<file path="config.mk">
export PLATFORM = sky130hd
export DESIGN_NAME = lfu_cache_lru_tiebreak
export DESIGN_NICKNAME = d
export VERILOG_FILES = /design/src/hdl/lfu_pkg.sv /design/src/hdl/lfu_cache_lru_tiebreak.sv /design/src/hdl/lfu_ram.sv
export SDC_FILE = /design/constraint.sdc
export NUM_CORES = 2
export LEC_CHECK = 0
export CAP_MARGIN = 20
export CELL_PAD_IN_SITES_DETAIL_PLACEMENT = 2
export CELL_PAD_IN_SITES_GLOBAL_PLACEMENT = 2
export CORE_MARGIN = 5
export CORE_UTILIZATION = 51
export CTS_CLUSTER_DIAMETER = 60
export CTS_CLUSTER_SIZE = 8
export DETAILED_ROUTE_END_ITERATION = 16
export DONT_BUFFER_PORTS = 1
export PLACE_DENSITY = 0.87
export SETUP_SLACK_MARGIN = 0.05
export SYNTH_ARGS = -nofsm -noshare
export SYNTH_HDL_FRONTEND = slang
export SYNTH_HIERARCHICAL = 1
export SYNTH_SLANG_ARGS = --single-unit
</file>
<file path="constraint.sdc">
create_clock -name clock -period 10.85 [get_ports clock]
set_input_delay 2.17 -clock clock [delete_from_list [all_inputs] [get_ports clock]]
set_output_delay 2.17 -clock clock [all_outputs]
set_load 0.01 [all_outputs]
</file>
<file path="src/hdl/lfu_pkg.sv">
// ----------------------------------------------------------------------------
// lfu_pkg
// shared types and constants for the lfu cache with lru tie-break
// ----------------------------------------------------------------------------
package lfu_pkg;

   localparam int DEPTH_DEFAULT = 16;
   localparam int KEY_W         = 32;
   localparam int DATA_W        = 32;
   localparam int USE_W         = 32;
   localparam int CAP_W         = 5;
   localparam int CSR_DATA_W    = 32;
   localparam int CSR_ADDR_W    = 3;

   localparam logic [CAP_W-1:0] CAP_RESET        = CAP_W'(16);
   localparam logic             CSR_IDX_CAPACITY = 1'b0;
   localparam logic             OP_GET           = 1'b0;
   localparam logic             OP_PUT           = 1'b1;

   typedef enum logic [2:0] {
      ST_IDLE,
      ST_SCAN,
      ST_DECIDE,
      ST_UPDATE,
      ST_DONE
   } fsm_state_type;

   typedef enum logic [1:0] {
      AGE_NONE,
      AGE_YOUNGER,
      AGE_ALL
   } age_mode_type;

endpackage

</file>
<file path="src/hdl/lfu_cache_lru_tiebreak.sv">
// ----------------------------------------------------------------------------
// lfu_cache_lru_tiebreak
// key-value cache, least-frequently-used replacement, oldest entry on a tie
// ----------------------------------------------------------------------------
//  channel   ports                                   handshake
//  request   req_opcode, req_key, req_value          start high and busy low
//  response  rsp_hit, rsp_read_value, rsp_evicted,   rsp_strobe, one cycle,
//            rsp_evicted_key                         cannot be held off
//  csr       psel, penable, pwrite, paddr, pwdata,   apb write, pready high
//            prdata, pready
//
//  an operation that writes back makes two sweeps between the accepting edge and
//  the response beat; a get miss or any put at capacity zero skips the
//  second sweep; start is taken again in the cycle after the beat
//  both sweeps go through the single ram read port, which reads all entries
//  once for match and victim search and once for age update and write-back
//  reset clears the valid bits and the fill count and sets the capacity to 16
//  the response is never stalled; busy stays high until it has gone out
// ----------------------------------------------------------------------------
module lfu_cache_lru_tiebreak import lfu_pkg::*; #(
   parameter int DEPTH = DEPTH_DEFAULT
) (
   input  logic                         clock,
   input  logic                         reset,
   input  logic                         start,
   output logic                         busy,
   input  logic                         req_opcode,
   input  logic signed [KEY_W-1:0]      req_key,
   input  logic signed [DATA_W-1:0]     req_value,
   output logic                         rsp_strobe,
   output logic                         rsp_hit,
   output logic signed [DATA_W-1:0]     rsp_read_value,
   output logic                         rsp_evicted,
   output logic signed [KEY_W-1:0]      rsp_evicted_key,
   input  logic                         psel,
   input  logic                         penable,
   input  logic                         pwrite,
   input  logic [CSR_ADDR_W-1:0]        paddr,
   input  logic [CSR_DATA_W-1:0]        pwdata,
   output logic [CSR_DATA_W-1:0]        prdata,
   output logic                         pready
);

   localparam int AW = (DEPTH > 1) ? $clog2(DEPTH) : 1;
   localparam int RW = AW;
   localparam int CW = $clog2(DEPTH + 1);
   localparam int MW = (CW > CAP_W) ? CW : CAP_W;
   localparam int WW = KEY_W + DATA_W + USE_W + RW;

   fsm_state_type          state_ff, state_in;
   logic                   op_ff, op_in;
   logic [KEY_W-1:0]       key_ff, key_in;
   logic [DATA_W-1:0]      val_ff, val_in;
   logic [CW-1:0]          cnt_ff, cnt_in;
   logic                   pend_ff, pend_in;
   logic [AW-1:0]          pidx_ff, pidx_in;

   logic                   found_ff, found_in;
   logic [AW-1:0]          mslot_ff, mslot_in;
   logic [DATA_W-1:0]      mdata_ff, mdata_in;
   logic [USE_W-1:0]       mcount_ff, mcount_in;
   logic [RW-1:0]          mrank_ff, mrank_in;

   logic                   have_ff, have_in;
   logic [AW-1:0]          vslot_ff, vslot_in;
   logic [KEY_W-1:0]       vkey_ff, vkey_in;
   logic [USE_W-1:0]       vcount_ff, vcount_in;
   logic [RW-1:0]          vrank_ff, vrank_in;

   logic                   free_ff, free_in;
   logic [AW-1:0]          fslot_ff, fslot_in;

   logic [AW-1:0]          slot_ff, slot_in;
   logic [RW-1:0]          ref_ff, ref_in;
   age_mode_type           mode_ff, mode_in;
   logic [KEY_W-1:0]       nkey_ff, nkey_in;
   logic [DATA_W-1:0]      ndata_ff, ndata_in;
   logic [USE_W-1:0]       ncount_ff, ncount_in;

   logic [DEPTH-1:0]       valid_ff, valid_in;
   logic [CW-1:0]          fill_ff, fill_in;
   logic [CAP_W-1:0]       cap_ff, cap_in;

   logic                   hit_ff, hit_in;
   logic [DATA_W-1:0]      rdv_ff, rdv_in;
   logic                   ev_ff, ev_in;
   logic [KEY_W-1:0]       evk_ff, evk_in;

   logic                   ram_wr_en;
   logic [AW-1:0]          ram_wr_addr;
   logic [WW-1:0]          ram_wr_data;
   logic                   ram_rd_en;
   logic [AW-1:0]          ram_rd_addr;
   logic [WW-1:0]          ram_rd_data;

   logic [KEY_W-1:0]       r_key;
   logic [DATA_W-1:0]      r_data;
   logic [USE_W-1:0]       r_count;
   logic [RW-1:0]          r_rank;
   logic                   p_valid;
   logic                   better;
   logic [MW-1:0]          cap_eff;
   logic                   full;
   logic                   cap_zero;
   logic [USE_W-1:0]       mcount_inc;
   logic                   csr_wr;

   lfu_ram #(
      .WIDTH (WW),
      .DEPTH (DEPTH)
   ) u_entry_ram (
      .clock   (clock),
      .wr_en   (ram_wr_en),
      .wr_addr (ram_wr_addr),
      .wr_data (ram_wr_data),
      .rd_en   (ram_rd_en),
      .rd_addr (ram_rd_addr),
      .rd_data (ram_rd_data)
   );

   assign r_key   = ram_rd_data[WW-1 -: KEY_W];
   assign r_data  = ram_rd_data[WW-KEY_W-1 -: DATA_W];
   assign r_count = ram_rd_data[RW+USE_W-1 -: USE_W];
   assign r_rank  = ram_rd_data[RW-1:0];
   assign p_valid = valid_ff[pidx_ff];

   // victim compare unit: smaller use count wins, older rank breaks the tie
   assign better = (r_count < vcount_ff) ||
                   ((r_count == vcount_ff) && (r_rank > vrank_ff));

   assign cap_eff    = (MW'(cap_ff) > MW'(DEPTH)) ? MW'(DEPTH) : MW'(cap_ff);
   assign cap_zero   = (cap_eff == '0);
   assign full       = (MW'(fill_ff) >= cap_eff);
   assign mcount_inc = (mcount_ff == '1) ? mcount_ff : mcount_ff + USE_W'(1);

   assign csr_wr = psel && penable && pwrite && pready && (paddr[2] == CSR_IDX_CAPACITY);
   assign cap_in = csr_wr ? pwdata[CAP_W-1:0] : cap_ff;
   assign pready = 1'b1;
   assign prdata = (paddr[2] == CSR_IDX_CAPACITY) ? CSR_DATA_W'(cap_ff) : '0;

   always_comb begin
      state_in    = state_ff;
      op_in       = op_ff;
      key_in      = key_ff;
      val_in      = val_ff;
      cnt_in      = cnt_ff;
      pend_in     = 1'b0;
      pidx_in     = pidx_ff;
      found_in    = found_ff;
      mslot_in    = mslot_ff;
      mdata_in    = mdata_ff;
      mcount_in   = mcount_ff;
      mrank_in    = mrank_ff;
      have_in     = have_ff;
      vslot_in    = vslot_ff;
      vkey_in     = vkey_ff;
      vcount_in   = vcount_ff;
      vrank_in    = vrank_ff;
      free_in     = free_ff;
      fslot_in    = fslot_ff;
      slot_in     = slot_ff;
      ref_in      = ref_ff;
      mode_in     = mode_ff;
      nkey_in     = nkey_ff;
      ndata_in    = ndata_ff;
      ncount_in   = ncount_ff;
      valid_in    = valid_ff;
      fill_in     = fill_ff;
      hit_in      = hit_ff;
      rdv_in      = rdv_ff;
      ev_in       = ev_ff;
      evk_in      = evk_ff;
      ram_rd_en   = 1'b0;
      ram_rd_addr = cnt_ff[AW-1:0];
      ram_wr_en   = 1'b0;
      ram_wr_addr = pidx_ff;
      ram_wr_data = ram_rd_data;

      case (state_ff)
         ST_IDLE: begin
            if (start) begin
               op_in    = req_opcode;
               key_in   = req_key;
               val_in   = req_value;
               cnt_in   = '0;
               found_in = 1'b0;
               have_in  = 1'b0;
               free_in  = 1'b0;
               state_in = ST_SCAN;
            end
         end
         ST_SCAN: begin
            if (cnt_ff < CW'(DEPTH)) begin
               ram_rd_en = 1'b1;
               pend_in   = 1'b1;
               pidx_in   = cnt_ff[AW-1:0];
               cnt_in    = cnt_ff + CW'(1);
            end
            if (pend_ff) begin
               if (p_valid && !found_ff && (r_key == key_ff)) begin
                  found_in  = 1'b1;
                  mslot_in  = pidx_ff;
                  mdata_in  = r_data;
                  mcount_in = r_count;
                  mrank_in  = r_rank;
               end
               if (p_valid && (!have_ff || better)) begin
                  have_in   = 1'b1;
                  vslot_in  = pidx_ff;
                  vkey_in   = r_key;
                  vcount_in = r_count;
                  vrank_in  = r_rank;
               end
               if (!p_valid && !free_ff) begin
                  free_in  = 1'b1;
                  fslot_in = pidx_ff;
               end
            end
            if ((cnt_ff == CW'(DEPTH)) && !pend_ff) begin
               state_in = ST_DECIDE;
            end
         end
         ST_DECIDE: begin
            hit_in    = found_ff;
            rdv_in    = '0;
            ev_in     = 1'b0;
            evk_in    = '0;
            mode_in   = AGE_NONE;
            slot_in   = mslot_ff;
            ref_in    = mrank_ff;
            nkey_in   = key_ff;
            ndata_in  = mdata_ff;
            ncount_in = mcount_inc;
            cnt_in    = '0;
            state_in  = ST_DONE;
            if (found_ff) begin
               if (op_ff == OP_GET) begin
                  rdv_in   = mdata_ff;
                  mode_in  = AGE_YOUNGER;
                  state_in = ST_UPDATE;
               end else if (!cap_zero) begin
                  ndata_in = val_ff;
                  mode_in  = AGE_YOUNGER;
                  state_in = ST_UPDATE;
               end
            end else if ((op_ff == OP_PUT) && !cap_zero) begin
               ndata_in  = val_ff;
               ncount_in = USE_W'(1);
               if (full && have_ff) begin
                  ev_in    = 1'b1;
                  evk_in   = vkey_ff;
                  slot_in  = vslot_ff;
                  ref_in   = vrank_ff;
                  mode_in  = AGE_YOUNGER;
                  state_in = ST_UPDATE;
               end else if (free_ff) begin
                  slot_in            = fslot_ff;
                  mode_in            = AGE_ALL;
                  valid_in[fslot_ff] = 1'b1;
                  fill_in            = fill_ff + CW'(1);
                  state_in           = ST_UPDATE;
               end
            end
         end
         ST_UPDATE: begin
            if (cnt_ff < CW'(DEPTH)) begin
               ram_rd_en = 1'b1;
               pend_in   = 1'b1;
               pidx_in   = cnt_ff[AW-1:0];
               cnt_in    = cnt_ff + CW'(1);
            end
            if (pend_ff) begin
               if (pidx_ff == slot_ff) begin
                  ram_wr_en   = 1'b1;
                  ram_wr_data = {nkey_ff, ndata_ff, ncount_ff, RW'(0)};
               end else if (p_valid && ((mode_ff == AGE_ALL) || (r_rank < ref_ff))) begin
                  ram_wr_en   = 1'b1;
                  ram_wr_data = {r_key, r_data, r_count, r_rank + RW'(1)};
               end
            end
            if ((cnt_ff == CW'(DEPTH)) && !pend_ff) begin
               state_in = ST_DONE;
            end
         end
         ST_DONE: begin
            state_in = ST_IDLE;
         end
         default: begin
            state_in = ST_IDLE;
         end
      endcase
   end

   always_ff @(posedge clock) begin
      if (reset) begin
         state_ff <= ST_IDLE;
         pend_ff  <= 1'b0;
         valid_ff <= '0;
         fill_ff  <= '0;
         cap_ff   <= CAP_RESET;
      end else begin
         state_ff <= state_in;
         pend_ff  <= pend_in;
         valid_ff <= valid_in;
         fill_ff  <= fill_in;
         cap_ff   <= cap_in;
      end
   end

   always_ff @(posedge clock) begin
      op_ff     <= op_in;
      key_ff    <= key_in;
      val_ff    <= val_in;
      cnt_ff    <= cnt_in;
      pidx_ff   <= pidx_in;
      found_ff  <= found_in;
      mslot_ff  <= mslot_in;
      mdata_ff  <= mdata_in;
      mcount_ff <= mcount_in;
      mrank_ff  <= mrank_in;
      have_ff   <= have_in;
      vslot_ff  <= vslot_in;
      vkey_ff   <= vkey_in;
      vcount_ff <= vcount_in;
      vrank_ff  <= vrank_in;
      free_ff   <= free_in;
      fslot_ff  <= fslot_in;
      slot_ff   <= slot_in;
      ref_ff    <= ref_in;
      mode_ff   <= mode_in;
      nkey_ff   <= nkey_in;
      ndata_ff  <= ndata_in;
      ncount_ff <= ncount_in;
      hit_ff    <= hit_in;
      rdv_ff    <= rdv_in;
      ev_ff     <= ev_in;
      evk_ff    <= evk_in;
   end

   assign busy            = (state_ff != ST_IDLE);
   assign rsp_strobe      = (state_ff == ST_DONE);
   assign rsp_hit         = hit_ff;
   assign rsp_read_value  = rdv_ff;
   assign rsp_evicted     = ev_ff;
   assign rsp_evicted_key = evk_ff;

endmodule

</file>
<file path="src/hdl/lfu_ram.sv">
// ----------------------------------------------------------------------------
// lfu_ram
// generic single write port, single read port ram with registered read
// ----------------------------------------------------------------------------
module lfu_ram #(
   parameter int WIDTH = 32,
   parameter int DEPTH = 16
) (
   input  logic                                   clock,
   input  logic                                   wr_en,
   input  logic [(DEPTH > 1 ? $clog2(DEPTH) : 1)-1:0] wr_addr,
   input  logic [WIDTH-1:0]                       wr_data,
   input  logic                                   rd_en,
   input  logic [(DEPTH > 1 ? $clog2(DEPTH) : 1)-1:0] rd_addr,
   output logic [WIDTH-1:0]                       rd_data
);

   logic [WIDTH-1:0] mem_ff [DEPTH];
   logic [WIDTH-1:0] rd_data_ff;

   always_ff @(posedge clock) begin
      if (wr_en) begin
         mem_ff[wr_addr] <= wr_data;
      end
      if (rd_en) begin
         rd_data_ff <= mem_ff[rd_addr];
      end
   end

   assign rd_data = rd_data_ff;

endmodule

</file>
==> reports/metrics.yaml, run 1 <==
core.rowCount: 146
yosysSeqAreaShare_pct: 78.46
haltStage: "detailed placement (3_5_place_dp)"
dp_hpwl_um: 191800
synth_area_um2: 81030
syn_area_per_cell_um2: 21.44
error: "[ERROR DPL-0033] detailed placement checks failed during check placement."
ys_types: 62
ys_seq_elements: 2127
routabilityCongestion: 0.7335
synthFlopType: "edfxtp_1"
ys_warn_count: 6
outcome: "stopped before the end"
fp.dieH_um: 408.6
synthArstFlopShare_pct: 0
syn_inst: 3779
ios: 207
port_buffers: 0
die_w_um: 408.6
start_util_pct: 51.22
synth_edf_count: 2097
==> synth_stat cells, types with 4 or more instances <==
cell type	count	share of area [%]
edfxtp_1	2097	78
mux4_2	404	11
a22oi_1	201	1.9
nand2_1	138	0.64
mux2_2	131	1.8
nor2_1	97	0.45
and2_1	72	0.56
clkbuf_1	72	0.33
buf_4	67	0.62
inv_1	54	0.25
ha_1	49	0.76
buf_2	47	0.29
a21oi_1	41	0.25
xor2_1	35	0.38
xnor2_1	33	0.36
dfxtp_1	30	0.74
nor3_1	23	0.14
nand3_1	22	0.14
nand4_1	17	0.13
nor2b_1	16	0.12
o21ai_0	16	0.099
or3_1	11	0.085
mux2i_1	10	0.12
nand2b_1	9	0.069
nor4_1	8	0.062
a31oi_1	7	0.054
a211oi_1	6	0.056
buf_1	5	0.023
buf_6	5	0.069
o22ai_1	4	0.031
or2_2	4	0.031
==> logic make-up after synthesis <==
| family | share of synthesized area (%) |
|---|---|
| fa+ha+maj | 0.7567 |
| flops | 78.46 |
| other cells | 0.009269 |
| buf+inv | 1.594 |
| xor+xnor | 0.7350 |
| mux | 13.17 |
| compound gates | 2.607 |
| simple gates | 2.667 |
==> metrics by stage <==
stage          hold WS, ps  worst slack, ps
2_1_floorplan        422.2             1036
3_3_place_gp         425.8             6213
==> run 2: changes to the inputs <==
==> config.mk (replaced) <==
export PLATFORM = sky130hd
export DESIGN_NAME = lfu_cache_lru_tiebreak
export DESIGN_NICKNAME = d
export VERILOG_FILES = /design/src/hdl/lfu_pkg.sv /design/src/hdl/lfu_cache_lru_tiebreak.sv /design/src/hdl/lfu_ram.sv
export SDC_FILE = /design/constraint.sdc
export NUM_CORES = 2
export LEC_CHECK = 0
export CAP_MARGIN = 20
export CORE_MARGIN = 5
export CORE_UTILIZATION = 40
export DETAILED_ROUTE_END_ITERATION = 16
export DONT_BUFFER_PORTS = 1
export PLACE_DENSITY_LB_ADDON = 0.15
export SYNTH_ARGS = -nofsm -noshare
export SYNTH_HDL_FRONTEND = slang
export SYNTH_HIERARCHICAL = 1
export SYNTH_SLANG_ARGS = --single-unit
==> run 2 against run 1 <==
  * The run now ends clean
  * Synthesized cell count stayed put
  * Synthesized area stayed put
==> reports/metrics.yaml, run 2 <==
setup_tns_ps: 0
vias_per_cell: 5.529
endpoint_kind: "flop"
drt_iter0_markers: 3197
outcome: "finished clean"
max-cap-violations: 0
slowest_delay_ps: 910
largest_register: "u_entry_ram/mem_ff"
ys_seq_elements: 2127  # unchanged
routed_wl_um: 193000
setup.worst_path.class: "reg -> reg"
p_leak_nw: 28.28
dp_cells: 6349
multi_input_area_um2: 16450
ctsHoldBuffers: 0
seq_area_um2: 63570
cts_resized: 0
fp.dieH_um: 460.1  # +13%
syn2layout_area_growth_pct: 12.40
grt_pass1_wl_um: 279200
wire_per_inst_um: 28.59
path_delay_family: "buffers and inverters"
synth_area_um2: 81030  # unchanged
grt_use_total_pct: 18.19
num-nets-final: 4055
netlist_top_cells_area: "edfxtp_1 (78%), mux4_2 (11%), a22oi_1 (1.9%)"
cts.sinks: 2127
fin_hold_ws_ps: 446.0
fin_crit_sh_pct: 48.79
cts_tree: "done"
synth_edf_count: 2097  # unchanged
drt_pass1_iterations: 5
rrSetupSlack_ps: 5560
fmax_mhz: 188.9
grt_max_degree: 126
hold_class: "reg -> reg"
finalCriticalPeriod_ps: 5294
slew_headroom_pct: 27.21
synthTopCellsByCount: "edfxtp_1 (2097), mux4_2 (404), a22oi_1 (201), nand2_1 (138), mux2_2 (131)"
drive_above_1_share_pct: 22.87
cts_root_buf: "clkbuf_16"
crit_chain: "mux4_2, mux2i_1, mux2i_1, o311ai_0, clkbuf_2, nand2b_1, nand3_1, nor2_4, buf_4, buf_4"
synthMostInstantiatedCell: "edfxtp_1"
rsz0062_at_grt: "no"
routabilityCongestion: 0.7007  # -4.5%
antenna_found_initial: 5
core.rowCount: 165  # +13%
fillers: 17130
synthFlopType: "edfxtp_1"
dieArea_um2: 211700
final_common_cell: "edfxtp_1"
core_um2: 201900
synth_area_leader_cell: "edfxtp_1"
post_cts_buffers: 0
cp_slowest_cell: "nor2_4"
ant_nets: 0
numCtsBuffers: 218
clkTransAtPathRegs_ps: 60
mostFrequentLayoutCells: "edfxtp_1 (2097), mux4_2 (404), clkbuf_16 (220)"
ys_types: 62  # unchanged
start_kind: "flop"
maxSlewViolCount: 0
worst-endpoint-arrival_ps: 5750
final_hold_viol_count: 0
start_util_pct: 40.13  # -11 points
skew_ps: 33.31
ys_warn_count: 6  # unchanged
grt_pass1_vias: 38880
clock_latency_ps: 850
die_w_um: 460.1  # +13%
gr-total-overflow: 0
yosysSeqAreaShare_pct: 78.46  # unchanged
ios: 207  # unchanged
critPathRequiredTime_ps: 11310
routed-via-count: 37330
power_density_nw_per_um2: 196.5
synthArstFlopShare_pct: 0  # unchanged
ir_drop_mv: 0.1634
largest_reg_flops: 1600
cts_buffer_depth: 3
instances_no_fill: 6752
dp_hpwl_um: 89870  # -53%
critPathBufInv: 3
power.total_mw: 17.89
syn_inst: 3779  # unchanged
htreeDepth: 4
synth.top_cell.area_share_pct: 77.72  # unchanged
setup_viol: 0
cp_max_fo: 31
drc: 0
syn_area_per_cell_um2: 21.44  # unchanged
port_buffers: 0  # unchanged
tightest_slew_ps: 1089
==> run 2: cell counts after synthesis <==
Identical to the previous run, type by type.
==> run 2: final timing paths <==
path,start,end,depth (start not counted)
max,pidx_ff[2],u_entry_ram/mem_ff[14][91],10
min,u_entry_ram/rd_data[59],mdata_ff[23],0
min reg2reg,u_entry_ram/rd_data[59],mdata_ff[23],0
max reg2reg,pidx_ff[2],u_entry_ram/mem_ff[14][91],10
==> run 2: logic make-up after synthesis <==
| group | share of synthesized area, % |
|---|---|
| AOI/OAI and AO/OA | 2.607 |
| xor gates and xnor gates | 0.7350 |
| adders and majority gates | 0.7567 |
| buffers and inverters | 1.594 |
| DFF | 78.46 |
| muxes | 13.17 |
| other | 0.009269 |
| and+or+nand+nor | 2.667 |
==> run 2: layout make-up <==
| type | count | area share (%) |
|---|---|---|
| flip-flops and latches | 2127 | 69.80 |
| well taps | 2672 | 3.671 |
| clock inverters | 128 | 1.165 |
| inverters | 54 | 0.2308 |
| repair buffers | 72 | 0.8106 |
| clock buffers | 271 | 6.255 |
| diodes | 1 | 0.002748 |
| multi-input cells | 1427 | 18.06 |
==> run 2: per-layer routing <==
layer | share of wire, % | global-route usage, % | up-vias
met2 | 48 | 29.42 | 967
met5 | 0 | 0 | -
li1 | - | - | 15790
met3 | 5.3 | 3.210 | 223
met4 | 1.5 | 3.603 | 0
met1 | 45 | 26.24 | 20350
==> run 2: report_power, final <==
group | internal, mW | switching, mW
sequential | 9.26 | 0.0820
combinational | 0.570 | 0.838
clock | 4.04 | 3.11
total | 13.9 | 4.03
==> run 2: metrics by stage <==
| stage | setup WS, ps | instance area (µm²) | utilization, % |
|---|---|---|---|
| after floorplan | 1036 | 81120 | - |
| after global placement | 5264 | 84290 | 41.75 |
| after detailed placement | 5294 | 84290 | 41.75 |
| after CTS | 5205 | 91050 | 45.09 |
| after global routing | 5277 | 91070 | 45.11 |
| final | 5556 | 91070 | 45.11 |
(Power assumes the default switching activity.)
